**src/hw/rtl/aesxts_pkg.sv**
```systemverilog
`timescale 1ns / 1ps
`default_nettype none
package aesxts_pkg;

  localparam int RK_DEPTH = 15;
  localparam logic [3:0] LAST_ROUND = 4'd14;
  localparam logic [7:0] RCON_INIT = 8'h01;
  localparam logic [7:0] TWEAK_POLY = 8'h87;
  localparam logic [7:0] GF_POLY = 8'h1b;
  localparam int CFG_IDX_W = 3;

  typedef struct packed {
    logic        action;
    logic        first_block;
    logic [63:0] sector_id;
    logic [63:0] block_low;
    logic [63:0] block_high;
    logic        last_block;
  } in_req_t;

  typedef struct packed {
    logic [63:0] result_low;
    logic [63:0] result_high;
    logic        result_last;
  } out_rsp_t;

  // Round-key write port from the key expander into the key stores.
  typedef struct packed {
    logic         we;
    logic         half;
    logic [3:0]   addr;
    logic [127:0] data;
  } kx_wr_t;

  localparam logic [7:0] SBOX [256] = '{
    8'h63, 8'h7c, 8'h77, 8'h7b, 8'hf2, 8'h6b, 8'h6f, 8'hc5,
    8'h30, 8'h01, 8'h67, 8'h2b, 8'hfe, 8'hd7, 8'hab, 8'h76,
    8'hca, 8'h82, 8'hc9, 8'h7d, 8'hfa, 8'h59, 8'h47, 8'hf0,
    8'had, 8'hd4, 8'ha2, 8'haf, 8'h9c, 8'ha4, 8'h72, 8'hc0,
    8'hb7, 8'hfd, 8'h93, 8'h26, 8'h36, 8'h3f, 8'hf7, 8'hcc,
    8'h34, 8'ha5, 8'he5, 8'hf1, 8'h71, 8'hd8, 8'h31, 8'h15,
    8'h04, 8'hc7, 8'h23, 8'hc3, 8'h18, 8'h96, 8'h05, 8'h9a,
    8'h07, 8'h12, 8'h80, 8'he2, 8'heb, 8'h27, 8'hb2, 8'h75,
    8'h09, 8'h83, 8'h2c, 8'h1a, 8'h1b, 8'h6e, 8'h5a, 8'ha0,
    8'h52, 8'h3b, 8'hd6, 8'hb3, 8'h29, 8'he3, 8'h2f, 8'h84,
    8'h53, 8'hd1, 8'h00, 8'hed, 8'h20, 8'hfc, 8'hb1, 8'h5b,
    8'h6a, 8'hcb, 8'hbe, 8'h39, 8'h4a, 8'h4c, 8'h58, 8'hcf,
    8'hd0, 8'hef, 8'haa, 8'hfb, 8'h43, 8'h4d, 8'h33, 8'h85,
    8'h45, 8'hf9, 8'h02, 8'h7f, 8'h50, 8'h3c, 8'h9f, 8'ha8,
    8'h51, 8'ha3, 8'h40, 8'h8f, 8'h92, 8'h9d, 8'h38, 8'hf5,
    8'hbc, 8'hb6, 8'hda, 8'h21, 8'h10, 8'hff, 8'hf3, 8'hd2,
    8'hcd, 8'h0c, 8'h13, 8'hec, 8'h5f, 8'h97, 8'h44, 8'h17,
    8'hc4, 8'ha7, 8'h7e, 8'h3d, 8'h64, 8'h5d, 8'h19, 8'h73,
    8'h60, 8'h81, 8'h4f, 8'hdc, 8'h22, 8'h2a, 8'h90, 8'h88,
    8'h46, 8'hee, 8'hb8, 8'h14, 8'hde, 8'h5e, 8'h0b, 8'hdb,
    8'he0, 8'h32, 8'h3a, 8'h0a, 8'h49, 8'h06, 8'h24, 8'h5c,
    8'hc2, 8'hd3, 8'hac, 8'h62, 8'h91, 8'h95, 8'he4, 8'h79,
    8'he7, 8'hc8, 8'h37, 8'h6d, 8'h8d, 8'hd5, 8'h4e, 8'ha9,
    8'h6c, 8'h56, 8'hf4, 8'hea, 8'h65, 8'h7a, 8'hae, 8'h08,
    8'hba, 8'h78, 8'h25, 8'h2e, 8'h1c, 8'ha6, 8'hb4, 8'hc6,
    8'he8, 8'hdd, 8'h74, 8'h1f, 8'h4b, 8'hbd, 8'h8b, 8'h8a,
    8'h70, 8'h3e, 8'hb5, 8'h66, 8'h48, 8'h03, 8'hf6, 8'h0e,
    8'h61, 8'h35, 8'h57, 8'hb9, 8'h86, 8'hc1, 8'h1d, 8'h9e,
    8'he1, 8'hf8, 8'h98, 8'h11, 8'h69, 8'hd9, 8'h8e, 8'h94,
    8'h9b, 8'h1e, 8'h87, 8'he9, 8'hce, 8'h55, 8'h28, 8'hdf,
    8'h8c, 8'ha1, 8'h89, 8'h0d, 8'hbf, 8'he6, 8'h42, 8'h68,
    8'h41, 8'h99, 8'h2d, 8'h0f, 8'hb0, 8'h54, 8'hbb, 8'h16
  };

  localparam logic [7:0] INV_SBOX [256] = '{
    8'h52, 8'h09, 8'h6a, 8'hd5, 8'h30, 8'h36, 8'ha5, 8'h38,
    8'hbf, 8'h40, 8'ha3, 8'h9e, 8'h81, 8'hf3, 8'hd7, 8'hfb,
    8'h7c, 8'he3, 8'h39, 8'h82, 8'h9b, 8'h2f, 8'hff, 8'h87,
    8'h34, 8'h8e, 8'h43, 8'h44, 8'hc4, 8'hde, 8'he9, 8'hcb,
    8'h54, 8'h7b, 8'h94, 8'h32, 8'ha6, 8'hc2, 8'h23, 8'h3d,
    8'hee, 8'h4c, 8'h95, 8'h0b, 8'h42, 8'hfa, 8'hc3, 8'h4e,
    8'h08, 8'h2e, 8'ha1, 8'h66, 8'h28, 8'hd9, 8'h24, 8'hb2,
    8'h76, 8'h5b, 8'ha2, 8'h49, 8'h6d, 8'h8b, 8'hd1, 8'h25,
    8'h72, 8'hf8, 8'hf6, 8'h64, 8'h86, 8'h68, 8'h98, 8'h16,
    8'hd4, 8'ha4, 8'h5c, 8'hcc, 8'h5d, 8'h65, 8'hb6, 8'h92,
    8'h6c, 8'h70, 8'h48, 8'h50, 8'hfd, 8'hed, 8'hb9, 8'hda,
    8'h5e, 8'h15, 8'h46, 8'h57, 8'ha7, 8'h8d, 8'h9d, 8'h84,
    8'h90, 8'hd8, 8'hab, 8'h00, 8'h8c, 8'hbc, 8'hd3, 8'h0a,
    8'hf7, 8'he4, 8'h58, 8'h05, 8'hb8, 8'hb3, 8'h45, 8'h06,
    8'hd0, 8'h2c, 8'h1e, 8'h8f, 8'hca, 8'h3f, 8'h0f, 8'h02,
    8'hc1, 8'haf, 8'hbd, 8'h03, 8'h01, 8'h13, 8'h8a, 8'h6b,
    8'h3a, 8'h91, 8'h11, 8'h41, 8'h4f, 8'h67, 8'hdc, 8'hea,
    8'h97, 8'hf2, 8'hcf, 8'hce, 8'hf0, 8'hb4, 8'he6, 8'h73,
    8'h96, 8'hac, 8'h74, 8'h22, 8'he7, 8'had, 8'h35, 8'h85,
    8'he2, 8'hf9, 8'h37, 8'he8, 8'h1c, 8'h75, 8'hdf, 8'h6e,
    8'h47, 8'hf1, 8'h1a, 8'h71, 8'h1d, 8'h29, 8'hc5, 8'h89,
    8'h6f, 8'hb7, 8'h62, 8'h0e, 8'haa, 8'h18, 8'hbe, 8'h1b,
    8'hfc, 8'h56, 8'h3e, 8'h4b, 8'hc6, 8'hd2, 8'h79, 8'h20,
    8'h9a, 8'hdb, 8'hc0, 8'hfe, 8'h78, 8'hcd, 8'h5a, 8'hf4,
    8'h1f, 8'hdd, 8'ha8, 8'h33, 8'h88, 8'h07, 8'hc7, 8'h31,
    8'hb1, 8'h12, 8'h10, 8'h59, 8'h27, 8'h80, 8'hec, 8'h5f,
    8'h60, 8'h51, 8'h7f, 8'ha9, 8'h19, 8'hb5, 8'h4a, 8'h0d,
    8'h2d, 8'he5, 8'h7a, 8'h9f, 8'h93, 8'hc9, 8'h9c, 8'hef,
    8'ha0, 8'he0, 8'h3b, 8'h4d, 8'hae, 8'h2a, 8'hf5, 8'hb0,
    8'hc8, 8'heb, 8'hbb, 8'h3c, 8'h83, 8'h53, 8'h99, 8'h61,
    8'h17, 8'h2b, 8'h04, 8'h7e, 8'hba, 8'h77, 8'hd6, 8'h26,
    8'he1, 8'h69, 8'h14, 8'h63, 8'h55, 8'h21, 8'h0c, 8'h7d
  };

  function automatic logic [7:0] sbox(input logic [7:0] x);
    return SBOX[x];
  endfunction

  function automatic logic [7:0] inv_sbox(input logic [7:0] x);
    return INV_SBOX[x];
  endfunction

  function automatic logic [7:0] xtime(input logic [7:0] b);
    return {b[6:0], 1'b0} ^ (b[7] ? GF_POLY : 8'h00);
  endfunction

  // Multiply by x in GF(2^128), byte 0 least significant.
  function automatic logic [127:0] tweak_mulx(input logic [127:0] t);
    return {t[126:0], 1'b0} ^ {120'd0, (t[127] ? TWEAK_POLY : 8'h00)};
  endfunction

endpackage
`default_nettype wire

```
**src/hw/rtl/aesxts_keyexp.sv**
```systemverilog
`timescale 1ns / 1ps
`default_nettype none
module aesxts_keyexp
  import aesxts_pkg::*;
(
  input  wire logic                 clk,
  input  wire logic                 rst_n,
  input  wire logic                 cfg_we,
  input  wire logic [CFG_IDX_W-1:0] cfg_index,
  input  wire logic [63:0]          cfg_wdata,
  output kx_wr_t                    kx_wr,
  output logic                      busy
);

  // Key words 0..3 are the data key, 4..7 the tweak key.
  logic [63:0]  key_r [8];
  logic [1:0]   pend_r, pend_nxt;
  logic         run_r, run_nxt;
  logic         half_r, half_nxt;
  logic [3:0]   cnt_r, cnt_nxt;
  logic [255:0] win_r, win_nxt;
  logic [7:0]   rcon_r, rcon_nxt;
  logic         start;
  logic [1:0]   wr_pend;
  logic [31:0]  t, w0, w1, w2, w3, prev;

  assign start = !run_r && (pend_r != 2'b00);
  assign wr_pend = cfg_we ? (cfg_index[CFG_IDX_W-1] ? 2'b10 : 2'b01) : 2'b00;
  assign busy = run_r || (pend_r != 2'b00) || cfg_we;

  // Even steps produce a group that starts at a multiple of eight words.
  assign prev = win_r[255:224];
  always_comb begin
    if (!cnt_r[0]) begin
      t = {sbox(prev[7:0]), sbox(prev[31:24]), sbox(prev[23:16]), sbox(prev[15:8])}
          ^ {24'd0, rcon_r};
    end else begin
      t = {sbox(prev[31:24]), sbox(prev[23:16]), sbox(prev[15:8]), sbox(prev[7:0])};
    end
    w0 = win_r[31:0] ^ t;
    w1 = win_r[63:32] ^ w0;
    w2 = win_r[95:64] ^ w1;
    w3 = win_r[127:96] ^ w2;
  end

  always_comb begin
    pend_nxt = pend_r | wr_pend;
    run_nxt = run_r;
    half_nxt = half_r;
    cnt_nxt = cnt_r;
    win_nxt = win_r;
    rcon_nxt = rcon_r;
    kx_wr.we = run_r;
    kx_wr.half = half_r;
    kx_wr.addr = cnt_r;
    kx_wr.data = win_r[127:0];
    if (start) begin
      half_nxt = !pend_r[0];
      pend_nxt = (pend_r & ~(pend_r[0] ? 2'b01 : 2'b10)) | wr_pend;
      run_nxt = 1'b1;
      cnt_nxt = 4'd0;
      rcon_nxt = RCON_INIT;
      win_nxt = pend_r[0] ? {key_r[3], key_r[2], key_r[1], key_r[0]}
                          : {key_r[7], key_r[6], key_r[5], key_r[4]};
    end else if (run_r) begin
      if (cnt_r == 4'd1) begin
        kx_wr.data = win_r[255:128];
      end else if (cnt_r != 4'd0) begin
        kx_wr.data = {w3, w2, w1, w0};
        win_nxt = {w3, w2, w1, w0, win_r[255:128]};
        if (!cnt_r[0]) begin
          rcon_nxt = xtime(rcon_r);
        end
      end
      cnt_nxt = cnt_r + 4'd1;
      if (cnt_r == LAST_ROUND) begin
        run_nxt = 1'b0;
      end
    end
  end

  always_ff @(posedge clk) begin
    if (!rst_n) begin
      pend_r <= 2'b00;
      run_r <= 1'b0;
      for (int i = 0; i < 8; i++) begin
        key_r[i] <= 64'd0;
      end
    end else begin
      pend_r <= pend_nxt;
      run_r <= run_nxt;
      if (cfg_we) begin
        key_r[cfg_index] <= cfg_wdata;
      end
    end
  end

  always_ff @(posedge clk) begin
    half_r <= half_nxt;
    cnt_r <= cnt_nxt;
    win_r <= win_nxt;
    rcon_r <= rcon_nxt;
  end

endmodule
`default_nettype wire

```
**config.mk**
```make
export PLATFORM = sky130hd
export DESIGN_NAME = aesxts_keyexp
export DESIGN_NICKNAME = d
export VERILOG_FILES = /design/src/hw/rtl/aesxts_pkg.sv /design/src/hw/rtl/aesxts_keyexp.sv
export SDC_FILE = /design/constraint.sdc
export NUM_CORES = 2
export LEC_CHECK = 0
export CAP_MARGIN = 5
export CORE_ASPECT_RATIO = 0.8
export CORE_UTILIZATION = 40
export DETAILED_ROUTE_END_ITERATION = 8
export DONT_BUFFER_PORTS = 1
export MAX_ROUTING_LAYER = met4
export PLACE_DENSITY_LB_ADDON = 0.12
export SKIP_CTS_REPAIR_TIMING = 1
export SKIP_LAST_GASP = 1
export SYNTH_ARGS = -nofsm -noshare
export SYNTH_HDL_FRONTEND = slang
export SYNTH_SLANG_ARGS = --single-unit
```
**constraint.sdc**
```tcl
create_clock -name clk -period 16.52 [get_ports clk]
set_clock_uncertainty 0.05 [all_clocks]
set_input_delay 2.478 -clock clk [delete_from_list [all_inputs] [get_ports clk]]
set_output_delay 2.478 -clock clk [all_outputs]
set_load 0.05 [all_outputs]
```
==> impl.org <==
** Outcome
- Status :: finished, final reports clean

** Critical path
- Data arrives at the worst endpoint at 7.00 ns.
- Crit Path Category :: reg2out
- Endpoint required time on the critical path :: 13.99 ns
- The worst setup path is launched from a flop.
- Worst setup EP type :: output port
- Largest fanout on the critical path :: 39

** Run
- Across the run, the number of max-cap violations was 0.

** Detailed routing
- The detailed router finished its first iteration with 6986 violations.
- Post-DRT Antenna Nets :: 0
- After detailed routing, the number of vias per cell comes to around 6.5.
- For this block, the routed nets add up to 236 mm of wire.
- The first detailed-routing pass ran for 8 iterations.
- In the final routed layout, each cell accounts on average for 32.9 µm.
- DRC viols :: 0
- Detailed-route via count :: about 47000

** Clock network
- Clock tree root buffer cell :: sky130_fd_sc_hd__clkbuf_16
- The H-tree was split into 3 levels.
- The later pin in the worst-skew pair is clocked with a latency of 0.69 ns.
- Clock transition time at the flip-flop clock pins of the worst setup and hold paths :: 0.06 ns
- TritonCTS built the clock tree.
- In this run the deepest clock path goes through 3 buffers.
- Total clock sinks :: 784
- Cts bufs inserted :: 93

** Power
- Total power per unit cell area :: ~220 nW/µm²
- In this run the static leakage power is between 20 and 25 nW.
- Largest voltage drop on the vdd net :: 0.0995 mV

** Min path
- Class of the most critical hold timing path :: reg2reg

** Timing
- Fmax :: approximately 100 MHz
- Setup repair after global routing left no endpoint under its margin.
- After layout, the worst path uses 57.7% of the clock period.
- Worst hold slack :: 0.481 ns
- Final critical-path required period :: ~9.5 ns
- Final max-slew violation count :: 0
- The number of hold-slack violations in the final timing report came to 0.
- Setup_tns :: 0 ns
- Actual slew at the worst max-slew pin :: 1.45 ns
- Crit path setup slack, layout :: ~7 ns
- Number of setup violations in the final report :: 0
- Headroom to the max-slew limit came out at just over 3%.

** Synth
- Post-synthesis cell type count :: 108
- Dominant cell type by area after synthesis :: sky130_fd_sc_hd__edfxtp_1
- Mapped Area :: 54300 µm²
- Counting flops with an async set or reset pin after synthesis yields a share of 0%.
- Sequential-to-total area share from yosys stat :: 43.1%
- Post-synth EDFFs :: 769
- Number of standard cells after synthesis :: 5601
- The number of nets handed over by synthesis was 5735.
- Biggest area contributors in the synthesized netlist :: sky130_fd_sc_hd__edfxtp_1 (43%), sky130_fd_sc_hd__and2_1 (6.4%), sky130_fd_sc_hd__mux2i_1 (4.4%)
- The top cell type by area accounts for roughly 43% of the synthesized area.
- Post-synthesis sequential element count :: 784
- Dividing the synthesized area by the synthesized cell count gives 9.69 µm².
- Among all flip-flop cells after synthesis, the most frequent one is sky130_fd_sc_hd__edfxtp_1.
- Yosys printed 0 warnings.

** GRT
- Entering global routing, the biggest net connects 168 pins.
- The initial antenna violation count was 21.
- Residual overflow from global routing :: 0
- Via count of the first global-routing pass :: 42358
- Gr usage total :: 34.5%
- Global-route wire length before repair :: 332 mm

** Floorplan
- Die X :: ~410 µm
- Number of I/O pins :: approximately 210
- The floorplan step defined a die boundary enclosing 137000 µm².
- Effective utilization at floorplan :: 40.4%
- The core region is between 100000 and 150000 µm².
- The initialized floorplan defines 120 standard-cell rows.
- The die is between 300 and 400 µm tall.

** Finish
- Layout cells sized above 1 :: 10.5%
- From synthesis to final layout, the design area changed by 8.57%.
- Register area :: 23400 µm²
- Number of nets in the layout :: 5449
- The layout has 12982 filler cells.
- Area used by multi-input combinational logic :: 28500 µm²

** Place
- The wire-length estimate of the detail-placed layout is roughly 150 mm.
- Final weighted congestion in routability-driven placement :: 1.02
- Timing analysis after detailed placement gives a worst setup slack of 8.01 ns.
- The count of buffers added on input and output ports is 0.
-- cell usage in the layout (no fill, tap or decap), types with 63 or more instances in the layout --
cell and n:
sky130_fd_sc_hd__nand2b_1 82, sky130_fd_sc_hd__a211oi_1 137, sky130_fd_sc_hd__nor2_1 271, sky130_fd_sc_hd__o21ai_0 395, sky130_fd_sc_hd__a31oi_1 63, sky130_fd_sc_hd__o211ai_1 71, sky130_fd_sc_hd__mux2i_1 237, sky130_fd_sc_hd__o22ai_1 68
sky130_fd_sc_hd__nor3_1 99, sky130_fd_sc_hd__and2_1 551, sky130_fd_sc_hd__edfxtp_1 769, sky130_fd_sc_hd__clkbuf_16 95, sky130_fd_sc_hd__ha_1 64, sky130_fd_sc_hd__a21oi_1 347, sky130_fd_sc_hd__buf_4 195, sky130_fd_sc_hd__nand2_1 403
sky130_fd_sc_hd__nand3_1 131, sky130_fd_sc_hd__nor2b_1 162, sky130_fd_sc_hd__xnor2_1 100
-- Yosys cell counts, types with 30 or more instances --
cell	n
sky130_fd_sc_hd__clkbuf_1	380
sky130_fd_sc_hd__a311oi_1	50
sky130_fd_sc_hd__buf_2	125
sky130_fd_sc_hd__nand2_1	408
sky130_fd_sc_hd__nand2b_1	84
sky130_fd_sc_hd__nand3_1	131
sky130_fd_sc_hd__a211oi_1	144
sky130_fd_sc_hd__o22ai_1	68
sky130_fd_sc_hd__nor2_1	281
sky130_fd_sc_hd__or3_1	40
sky130_fd_sc_hd__mux2i_1	238
sky130_fd_sc_hd__mux4_2	57
sky130_fd_sc_hd__o311ai_0	41
sky130_fd_sc_hd__edfxtp_1	769
sky130_fd_sc_hd__nor2b_1	162
sky130_fd_sc_hd__a21oi_1	352
sky130_fd_sc_hd__and3_1	30
sky130_fd_sc_hd__xnor2_1	100
sky130_fd_sc_hd__inv_1	61
sky130_fd_sc_hd__xor2_1	57
sky130_fd_sc_hd__buf_1	42
sky130_fd_sc_hd__o21ai_0	403
sky130_fd_sc_hd__nor3_1	106
sky130_fd_sc_hd__o211ai_1	71
sky130_fd_sc_hd__o21a_1	30
sky130_fd_sc_hd__ha_1	64
sky130_fd_sc_hd__and2_1	553
sky130_fd_sc_hd__a31oi_1	64
-- cells by family (layout without fill, tap and decap cells) --
group	after synthesis	after routing	share of synthesized area, %
DFF	784	784	43.1
muxes	318	318	7.23
buffers and inverters	656	446	5.16
other	0	18	0
adders and majority gates	64	64	1.48
xor gates and xnor gates	189	189	3.78
AOI/OAI and AO/OA	1617	1617	19.9
and+or+nand+nor	1973	1973	19.4
-- layer usage --
layer / global-route usage [%] / up-vias / share of wire (%)
met5: - / - / 0
met4: 11.7 / 0 / 3.7
met3: 5.60 / 378 / 9.3
met2: 50.5 / 2660 / 44
met1: 48.1 / 23247 / 43
li1: - / 20369 / -
-- sequential cells by signal, indices dropped and copies added, names as in the netlist --
name,flops
cnt_r,4
pend_r,2
rcon_r,8
key_r,512
win_r,256
run_r,1
half_r,1
-- final cells by class --
type	count	share of cell area [%]
Multi-Input combinational cell	4161	48.4
Sequential cell	784	39.7
Clock buffer	115	4.16
Tap cell	1769	3.76
Timing Repair Buffer	201	2.64
Clock inverter	56	0.781
Inverter	74	0.476
Antenna cell	18	0.0764
-- through the flow --
step                      power [W]  std cells  util (%)  cell area [µm²]
final                        0.0128       7178      43.9            58900
after global routing         0.0132       7173      43.9            58900
after floorplan             0.00794       5601         -            54300
after CTS                    0.0125       7160      43.9            58900
after global placement       0.0106       6989      41.7            56000
after detailed placement     0.0105       6989      41.7            56000
-- worst max-delay path, stage by stage (launching register included) --
cell and delay, ns:
sky130_fd_sc_hd__edfxtp_1 0.32, sky130_fd_sc_hd__buf_4 0.40, sky130_fd_sc_hd__inv_2 0.24, sky130_fd_sc_hd__ha_1 0.95, sky130_fd_sc_hd__nor2b_1 0.59, sky130_fd_sc_hd__nor2_1 0.15
sky130_fd_sc_hd__mux4_2 0.47, sky130_fd_sc_hd__mux2i_1 0.33, sky130_fd_sc_hd__o22ai_1 0.23, sky130_fd_sc_hd__a211oi_2 0.64, sky130_fd_sc_hd__xor2_2 0.27, sky130_fd_sc_hd__xnor2_1 0.83
sky130_fd_sc_hd__o22ai_1 0.13, sky130_fd_sc_hd__a21oi_1 0.46, sky130_fd_sc_hd__buf_4 0.29
-- power by group --
group | internal [W] | leakage (nW) | switching (W)
Clock | 0.00113 | 1.41 | 0.000871
Sequential | 0.00265 | 7.45 | 0.000240
Combinational | 0.00241 | 11.3 | 0.00547
Total | 0.00619 | 20.2 | 0.00658
-- worst paths after layout --
check                       start                   end  slack [ns]  cells past startpoint
max reg2reg  win_r[249]$_DFFE_PP_  win_r[245]$_DFFE_PP_       10.42                     13
min reg2reg  pend_r[1]$_SDFF_PN0_  pend_r[1]$_SDFF_PN0_        0.48                      2
max          win_r[249]$_DFFE_PP_             kx_wr[85]        6.99                     14
min          pend_r[1]$_SDFF_PN0_  pend_r[1]$_SDFF_PN0_        0.48                      2
Note: power is estimated with default switching activity, not from simulation.
